File: config.mk
export PLATFORM = sky130hd
export DESIGN_NAME = svr_mac
export DESIGN_NICKNAME = d
export VERILOG_FILES = /design/src/rtl/svr_pkg.sv /design/src/rtl/svr_mac.sv
export SDC_FILE = /design/constraint.sdc
export NUM_CORES = 1
export LEC_CHECK = 0
export BUFFER_PORTS_ARGS = -buffer_cell sky130_fd_sc_hd__buf_2
export CAP_MARGIN = 10
export CORE_MARGIN = 1.5
export CORE_UTILIZATION = 59
export CTS_CLUSTER_SIZE = 12
export DETAILED_ROUTE_END_ITERATION = 7
export HOLD_SLACK_MARGIN = 0.03
export MAX_ROUTING_LAYER = met4
export PLACE_DENSITY = 0.8
export SLEW_MARGIN = 20
export SYNTH_ARGS = -nofsm -noshare
export SYNTH_HDL_FRONTEND = slang
export SYNTH_SLANG_ARGS = --single-unit
File: constraint.sdc
create_clock -name clk -period 7.35 [get_ports clk]
set_input_delay 1.8375 -clock clk [delete_from_list [all_inputs] [get_ports clk]]
set_output_delay 1.8375 -clock clk [all_outputs]
set_load 0.005 [all_outputs]
File: src/rtl/svr_pkg.sv
// Shared types and constants for the state vector RX rotation block.
`timescale 1ns / 1ps
package svr_pkg;

  // Register size and amplitude store geometry.
  localparam int QUBITS = 10;
  localparam int ADDR_W = QUBITS;
  localparam int STORE  = 1 << QUBITS;
  localparam int PAIRS  = STORE / 2;

  // Q2.14 fixed point.
  localparam int AMP_W   = 16;
  localparam int FRAC_W  = 14;
  localparam int TERM_W  = 2 * AMP_W - FRAC_W;
  localparam logic signed [AMP_W-1:0] Q_ONE = 16'sd16384;
  localparam logic signed [2*AMP_W-1:0] Q_HALF_LSB = 32'sd8192;
  localparam logic signed [AMP_W-1:0] SAT_MAX = 16'sh7fff;
  localparam logic signed [AMP_W-1:0] SAT_MIN = 16'sh8000;

  // Request codes.
  localparam logic [1:0] REQ_GROUND = 2'd0;
  localparam logic [1:0] REQ_ROTATE = 2'd1;
  localparam logic [1:0] REQ_READ   = 2'd2;
  localparam logic [1:0] REQ_WRITE  = 2'd3;

  // Status codes.
  localparam logic ST_DONE      = 1'b0;
  localparam logic ST_BAD_TARGET = 1'b1;

  // Register indexes on the configuration port.
  localparam logic REG_COS_HALF = 1'b0;
  localparam logic REG_SIN_HALF = 1'b1;

  typedef logic [ADDR_W-1:0] addr_t;
  typedef logic signed [AMP_W-1:0] amp_t;

  // One product request to the shared multiply-accumulate unit.
  typedef struct packed {
    logic go;    // issue a product this cycle
    logic neg;   // subtract this product
    logic last;  // second product of a sum: close and saturate
  } mac_cmd_t;

endpackage

File: src/rtl/svr_mac.sv
// Shared multiply, round and saturating two-term accumulate unit.
`timescale 1ns / 1ps
module svr_mac (
  input  logic              clk,
  input  logic              rst,
  input  svr_pkg::mac_cmd_t cmd,
  input  svr_pkg::amp_t     coef,
  input  svr_pkg::amp_t     amp,
  output svr_pkg::amp_t     result,
  output logic              done
);
  import svr_pkg::*;

  logic signed [2*AMP_W-1:0] prod;
  logic signed [2*AMP_W-1:0] biased;
  logic signed [TERM_W-1:0]  term;
  logic signed [TERM_W-1:0]  sterm;
  logic signed [TERM_W:0]    sum;

  logic signed [TERM_W-1:0] term1;
  logic                     go1;
  logic                     neg1;
  logic                     last1;
  logic signed [TERM_W-1:0] partial;

  // Round to nearest, ties up: floor((a*b + 2^13) / 2^14).
  assign prod   = coef * amp;
  assign biased = prod + Q_HALF_LSB;
  assign term   = biased[2*AMP_W-1:FRAC_W];

  assign sterm = neg1 ? -term1 : term1;
  assign sum   = {partial[TERM_W-1], partial} + {sterm[TERM_W-1], sterm};

  always_ff @(posedge clk) begin
    term1 <= term;
    neg1  <= cmd.neg;
    last1 <= cmd.last;
    if (go1 && !last1) begin
      partial <= sterm;
    end
    if (go1 && last1) begin
      if (sum > (TERM_W+1)'(SAT_MAX)) begin
        result <= SAT_MAX;
      end else if (sum < (TERM_W+1)'(SAT_MIN)) begin
        result <= SAT_MIN;
      end else begin
        result <= sum[AMP_W-1:0];
      end
    end
    if (rst) begin
      go1  <= 1'b0;
      done <= 1'b0;
    end else begin
      go1  <= cmd.go;
      done <= go1 && last1;
    end
  end

endmodule

### After elaboration in Yosys (flattened, before gate mapping)

Cells that the tools add are included.

* register bits: 56
* input bits: 37

* $add $sub $neg: 3
* multipliers: 1
* order comparisons: 2
* multiplexer cells: 2
* reductions and logical operators: 3

Operators by type and width (count)
* $add A32 B15 Y32 const B: 1
* $mul A16 B16 Y32: 1
* $add A18 B18 Y19: 1
* $gt A19 B16 Y1 const B: 1
* $lt A19 B16 Y1 const B: 1
* $mux W18: 1
* $neg A18 Y18: 1
* $mux W16: 1
* $logic_and A1 B1 Y1: 2
* $logic_not A1 Y1: 1

### Depth between registers and ports, before layout

Gate-level depths: netlist of the first run.

* word-level depth: 5
* gate-level depth with buffers: 22
* mapped depth without buffers: 21

### Worst setup path after synthesis of the first run

No wires, ideal clock.

* path type: in2reg
* start point: input port coef[15]
* end point: register term1[17]
* data arrival time: 7.260 ns
* data required time: 7.229 ns
* slack: -0.031 ns
* cell stages on the path: 20
* buffers on the path: 1
* cells stage by stage: clkbuf_1 nand2_1 inv_1 fa_1 fa_1 fa_1 fa_1 fa_1 inv_1 fa_1 inv_1 ha_1 and4_1 o2111a_1 o2111ai_1 o22ai_1 o211ai_1 o21ai_0 a21oi_1 xnor2_1

* longest elaborated chain between the ends: 2

Ends and longest elaborated chain
* start, declared: RTL line svr_mac.sv:7 `input svr_pkg::amp_t coef,`
* $mul A16 B16 Y32: RTL line svr_mac.sv:27 `assign prod = coef * amp;`
* $add A32 B15 Y32: RTL line svr_mac.sv:28 `assign biased = prod + Q_HALF_LSB;`
* via biased[31]: RTL line svr_mac.sv:15 `logic signed [2*AMP_W-1:0] biased;`
* end signal, assigned: RTL line svr_mac.sv:35 `term1 <= term;`
* end, declared: RTL line svr_mac.sv:20 `logic signed [TERM_W-1:0] term1;`

The timed path passes the listed nets, and every way through them passes these cells.
A chain may end at the register's enable or synchronous reset.

### Final worst setup path of the first run

* start point: input port coef[6]
* end point: register term1[9]

The elaborated chain is that of the path after synthesis.

==> flow_summary.yaml, run 1 <==
place:
  gp_congestion: 0.903
  placed_cell_area_um2: 13100
  place_hpwl_um: 21800
  port_buffers: 53
clock_network:
  tritoncts: "done"
  cts-root-buf: "clkbuf_16"
  clk_latency_ns: 0.30
  clockBufferDepth: 2
  cts_buffers: 5
  cts_sinks: 56
  h-tree-depth: 2
  cts.clk_slew.worst_paths_ns: 0.07
  cts-hold-fix-buffers: 0
  post_cts_buffers: 0
yosys:
  netlist_area_um2: 12200
  ys_seq_area_frac: 0.120
  synthCells: 1257
  ys_warn_count: 0
  synth_most_common_cell: "inv_1"
  synth_common_cells: "inv_1, fa_1, nand2_1"
  synth-main-ff-cell: "edfxtp_1"
  ys_seq_elements: 56
  syn_nets: 1653
  synth_largest_area_cell: "fa_1"
  synth-edff-count: 34
  syn_avg_cell_area_um2: 9.70
  yosysUniqueCellTypes: 55
  synthTopCellsByArea: "fa_1, ha_1, inv_1, edfxtp_1, and2_1"
  synth_top_cell_area_share: 0.432
  async_flop_share: 0
sta:
  period_needed_ns: 7.14
  fmax_mhz: 140
  final-hold-violation-count: 0
  slew_violations: 0
  setup_viol: 0
  slew_headroom: 0.514
  min_period_over_period: 0.972
  tightestPinTransition_ns: 0.727
  skew_ns: 0.00861
layout:
  synthToLayoutAreaGrowth_pct: 9.21
  nets: 1733
  final_util: 0.658
  final_area_um2: 13300
  drive_gt1_frac: 0.102
  n_antenna_cell: 0
drt:
  num_vias: 8637
  first_pass_iters: 4
  drc: 0
  drt-initial-drc-count: 368
  drt-vias-per-instance: 5.37
  avgRoutedWirePerCell_um: 15.9
  ant_nets: 0
  wl_um: 25600
worst_setup_path:
  slowest_stage: "fa_1"
  crit_type: "in -> reg"
  critPathLaunchType: "primary input"
  critPathMaxStageDelay_ns: 0.60
  worst-path-max-fanout: 10
  crit_chain: "buf_2, buf_4, nand2_1, fa_1, inv_1, fa_1, fa_1, fa_1, fa_1, inv_1, fa_1, inv_1, ha_1, o211ai_1, nor2_1, nand3_1, o31ai_2, a31oi_1, o31ai_1, buf_4, xor2_1"
  crit_buf_inv: 6
  crit_path_frequent_cell: "fa_1"
  critPathTopFamily: "adder cells"
  worst_ep_required_time_ns: 7.58
  critPathCaptureType: "flip-flop"
  arrival_ns: 7.37
floorplanning:
  coreArea_um2: 20200
  die_y_um: 147
  design.die.area_um2: 21500
  start_util: 0.602
  io_pins: 54
  fp.dieW_um: 147
  rows: 52
run:
  maxCapViolCount: 0
grt:
  grt_max_degree: 19
  grt_pass1_wl_um: 45000
  grt_use_total: 0.269
  gr-total-overflow: 0
  antenna_found_initial: 0
  grt_pass1_vias: 9875
worst_hold_path:
  hold_class: "reg -> reg"
outcome:
  status: "complete, no violations"
==> timing repair <==
item,CTS,global route
endpoints found under the setup margin,0,5
endpoints found under the hold margin,0,0
gates resized for setup,0,10
==> metal layers <==
layer / global-route usage / part of all wire / up-vias
met1: 0.310 / 0.38 / 4353
li1: - / - / 3938
met3: 0.0301 / 0.056 / 78
met4: 0.0975 / 0.036 / 0
met5: - / 0 / -
met2: 0.486 / 0.53 / 268
==> metrics by stage <==
step / setup TNS (ns) / std cells / hold slack (ns) / worst slack [ns]
2_1_floorplan: 0 / 1257 / 0.459 / 0.0430
3_3_place_gp: -0.120 / 1600 / 0.523 / -0.0436
3_5_place_dp: -0.236 / 1600 / 0.513 / -0.167
4_1_cts: 0 / 1608 / 0.529 / 0.126
5_1_grt: -0.0514 / 1608 / 0.549 / -0.0288
6_report: 0 / 1608 / 0.529 / 0.209
==> logic make-up (layout without fill, tap and decap cells) <==
group,Yosys count,count (layout),share of synthesized area
AOI/OAI and AO/OA,102,102,0.0594
xor gates and xnor gates,56,56,0.0402
adders and majority gates,359,359,0.530
buffers and inverters,325,406,0.101
DFF,56,56,0.120
muxes,2,2,0.00164
and+or+nand+nor,357,357,0.147
==> path summary, 6_finish.rpt <==
check,slack (ns),startpoint,depth (start not counted),to
max reg2reg,3.11,term1[3]$_DFF_P_,15,result[2]$_SDFFCE_PN1P_
min,0.53,term1[0]$_DFF_P_,0,partial[0]$_DFFE_PP_
min reg2reg,0.53,term1[0]$_DFF_P_,0,partial[0]$_DFFE_PP_
max,0.21,coef[6],21,term1[9]$_DFF_P_
==> area by class of cell <==
cell class                      instances  area (um2)
Clock buffer                            7         154
Clock inverter                          1        8.76
Fill cell                            1580        6920
Inverter                              289        1080
Multi-Input combinational cell        876        9520
Sequential cell                        56        1460
Tap cell                              270         338
Timing Repair Buffer                  109         746
==> registers in the layout (all words and copies together), names as in the netlist <==
name     cells
done         1
go1          1
last1        1
neg1         1
partial     18
result      16
term1       18
==> cells in the final DEF (no fill, tap or decap), drive strengths merged, types with 12 or more instances in the layout <==
cell,Yosys,layout
o21ai,23,23
nor2,37,37
dfxtp,22,22
nand2b,12,12
and2,125,125
ha,96,96
a21o,20,20
inv,289,290
a21oi,18,18
xnor2,45,45
edfxtp,34,34
fa,263,263
buf,3,105
nand2,140,140
Power of run 1 is left out: the tool's default activity adds up to more than one toggle a clock period on the data nets, which glitch-free logic cannot reach.
==> inputs of run 2 (changes only) <==
--- a/config.mk
+++ b/config.mk
@@ -13,7 +13,7 @@
 export DETAILED_ROUTE_END_ITERATION = 7
 export HOLD_SLACK_MARGIN = 0.03
 export MAX_ROUTING_LAYER = met4
-export PLACE_DENSITY = 0.8
+export PLACE_DENSITY_LB_ADDON = 0.2
 export SLEW_MARGIN = 20
 export SYNTH_ARGS = -nofsm -noshare
 export SYNTH_HDL_FRONTEND = slang
==> flow_summary.yaml, run 2 (synthesized netlist as in run 1, its figures left out) <==
outcome:
  status: "complete, no violations"
clock_network:
  tritoncts: "done"
  clk_latency_ns: 0.30
  cts_buffers: 5
  clockBufferDepth: 2
  cts.clk_slew.worst_paths_ns: 0.07
  cts-root-buf: "clkbuf_16"
  cts_sinks: 56
  h-tree-depth: 2
worst_hold_path:
  whs_path_depth: 0
  whs_endpoint: "partial[0]$_DFFE_PP_"
  hold_class: "reg -> reg"
  hold_start: "term1[0]$_DFF_P_"
place:
  gp_congestion: 0.911
  placed_cell_area_um2: 13100
  place_inst: 1599
  port_buffers: 53
  place_hpwl_um: 22000
worst_setup_path:
  reg2reg_slack_ns: 3.13
  slowest_stage: "fa_1"
  worst_ep_required_time_ns: 7.59
  crit_chain: "buf_2, nand2_1, fa_1, fa_1, fa_1, inv_1, fa_1, fa_1, inv_1, fa_1, inv_1, ha_1, a211oi_1, o21ai_0, a21oi_1, o22ai_2, o211ai_1, o21ai_1, a21oi_1, xnor2_1"
  r2r_start: "term1[3]$_DFF_P_"
  arrival_ns: 7.27
  crit_type: "in -> reg"
  worstRegToRegCells: 15
  worst-path-max-fanout: 13
  crit_path_frequent_cell: "fa_1"
  reg2reg_to: "result[9]$_SDFFCE_PN1P_"
  critPathCaptureType: "flip-flop"
  critPathLaunchType: "primary input"
  critPathMaxStageDelay_ns: 0.53
grt:
  grt_pass1_vias: 9596
  gr-total-overflow: 0
  grt_max_degree: 19
  antenna_found_initial: 0
  grt_use_total: 0.269
  grt_pass1_wl_um: 44700
layout:
  nets: 1732
  drive_gt1_frac: 0.102
  n_antenna_cell: 0
  reg.largest.list: "partial x18, term1 x18, result x16"
  synthToLayoutAreaGrowth_pct: 8.89
  final_area_um2: 13300
  layout_common_cells: "inv_1, fa_1, nand2_1"
  fin_cells: 1607
  final_common_cell: "inv_1"
drt:
  drt-vias-per-instance: 5.26
  first_pass_iters: 5
  num_vias: 8449
  drt-initial-drc-count: 386
  ant_nets: 0
  avgRoutedWirePerCell_um: 15.8
  wl_um: 25400
  drc: 0
floorplanning:
  die_y_um: 147
  coreArea_um2: 20200
  start_util: 0.602
  io_pins: 54
  design.die.area_um2: 21500
  rows: 52
  fp.dieW_um: 147
sta:
  min_period_over_period: 0.957
  tightestPinTransition_ns: 0.759
  period_needed_ns: 7.04
  final-hold-violation-count: 0
  skew_ns: 0.00690
  slew_violations: 0
  setup_viol: 0
  slew_headroom: 0.494
  whs_ns: 0.527
  rsz0062_at_grt: "yes"
  fmax_mhz: 142
run:
  maxCapViolCount: 0
[run 2: worst max-delay path, delay by kind of cell]
family,cells,cell delay (ns)
XOR/XNOR,1,0.13
buffers and inverters,4,0.44
AO/OA/AOI/OAI,7,1.36
AND/OR/NAND/NOR,1,0.17
adder cells (fa/ha/maj),7,3.33
[run 2: how the worst max path moves through the flow]
| stage | from | endpoint | slack [ns] | depth (start not counted) |
|---|---|---|---|---|
| 3_5_place_dp | coef[15] | term1[17]$_DFF_P_ | -0.17 | 20 |
| 6_report | coef[13] | term1[17]$_DFF_P_ | 0.31 | 20 |
| 2_1_floorplan | coef[15] | term1[17]$_DFF_P_ | 0.04 | 20 |
| 4_1_cts | coef[15] | term1[17]$_DFF_P_ | 0.15 | 20 |
| 5_1_grt | amp[7] | term1[17]$_DFF_P_ | -0.008 | 22 |
| 3_3_place_gp | coef[15] | term1[17]$_DFF_P_ | -0.04 | 20 |
[run 2: cell type report]
cell class	instances	area, um2
Clock buffer	6	150
Clock inverter	2	11.3
Fill cell	1646	6960
Inverter	289	1080
Multi-Input combinational cell	876	9510
Sequential cell	56	1460
Tap cell	270	338
Timing Repair Buffer	108	716
[run 2: repair_timing]
item | 4_1_cts | 5_1_grt
hold buffers | 0 | 0
setup endpoints to repair | 0 | 4
gates resized for setup | 0 | 6
setup buffers | 0 | 0
[run 2: per-layer routing]
layer / share of wire / global-route usage / vias up
li1: - / - / 3935
met1: 0.40 / 0.315 / 4270
met2: 0.53 / 0.489 / 197
met3: 0.044 / 0.0366 / 47
met4: 0.026 / 0.0682 / 0
met5: 0 / - / -
[run 2: per-stage QoR]
step           setup TNS, ns   util  worst slack (ns)
6_report                   0  0.656             0.313
3_5_place_dp          -0.378  0.647            -0.167
4_1_cts                    0  0.655             0.147
2_1_floorplan              0      -            0.0430
3_3_place_gp         -0.0588  0.647           -0.0366
5_1_grt             -0.00841  0.656          -0.00841
Power of run 2 is left out for the same reason.
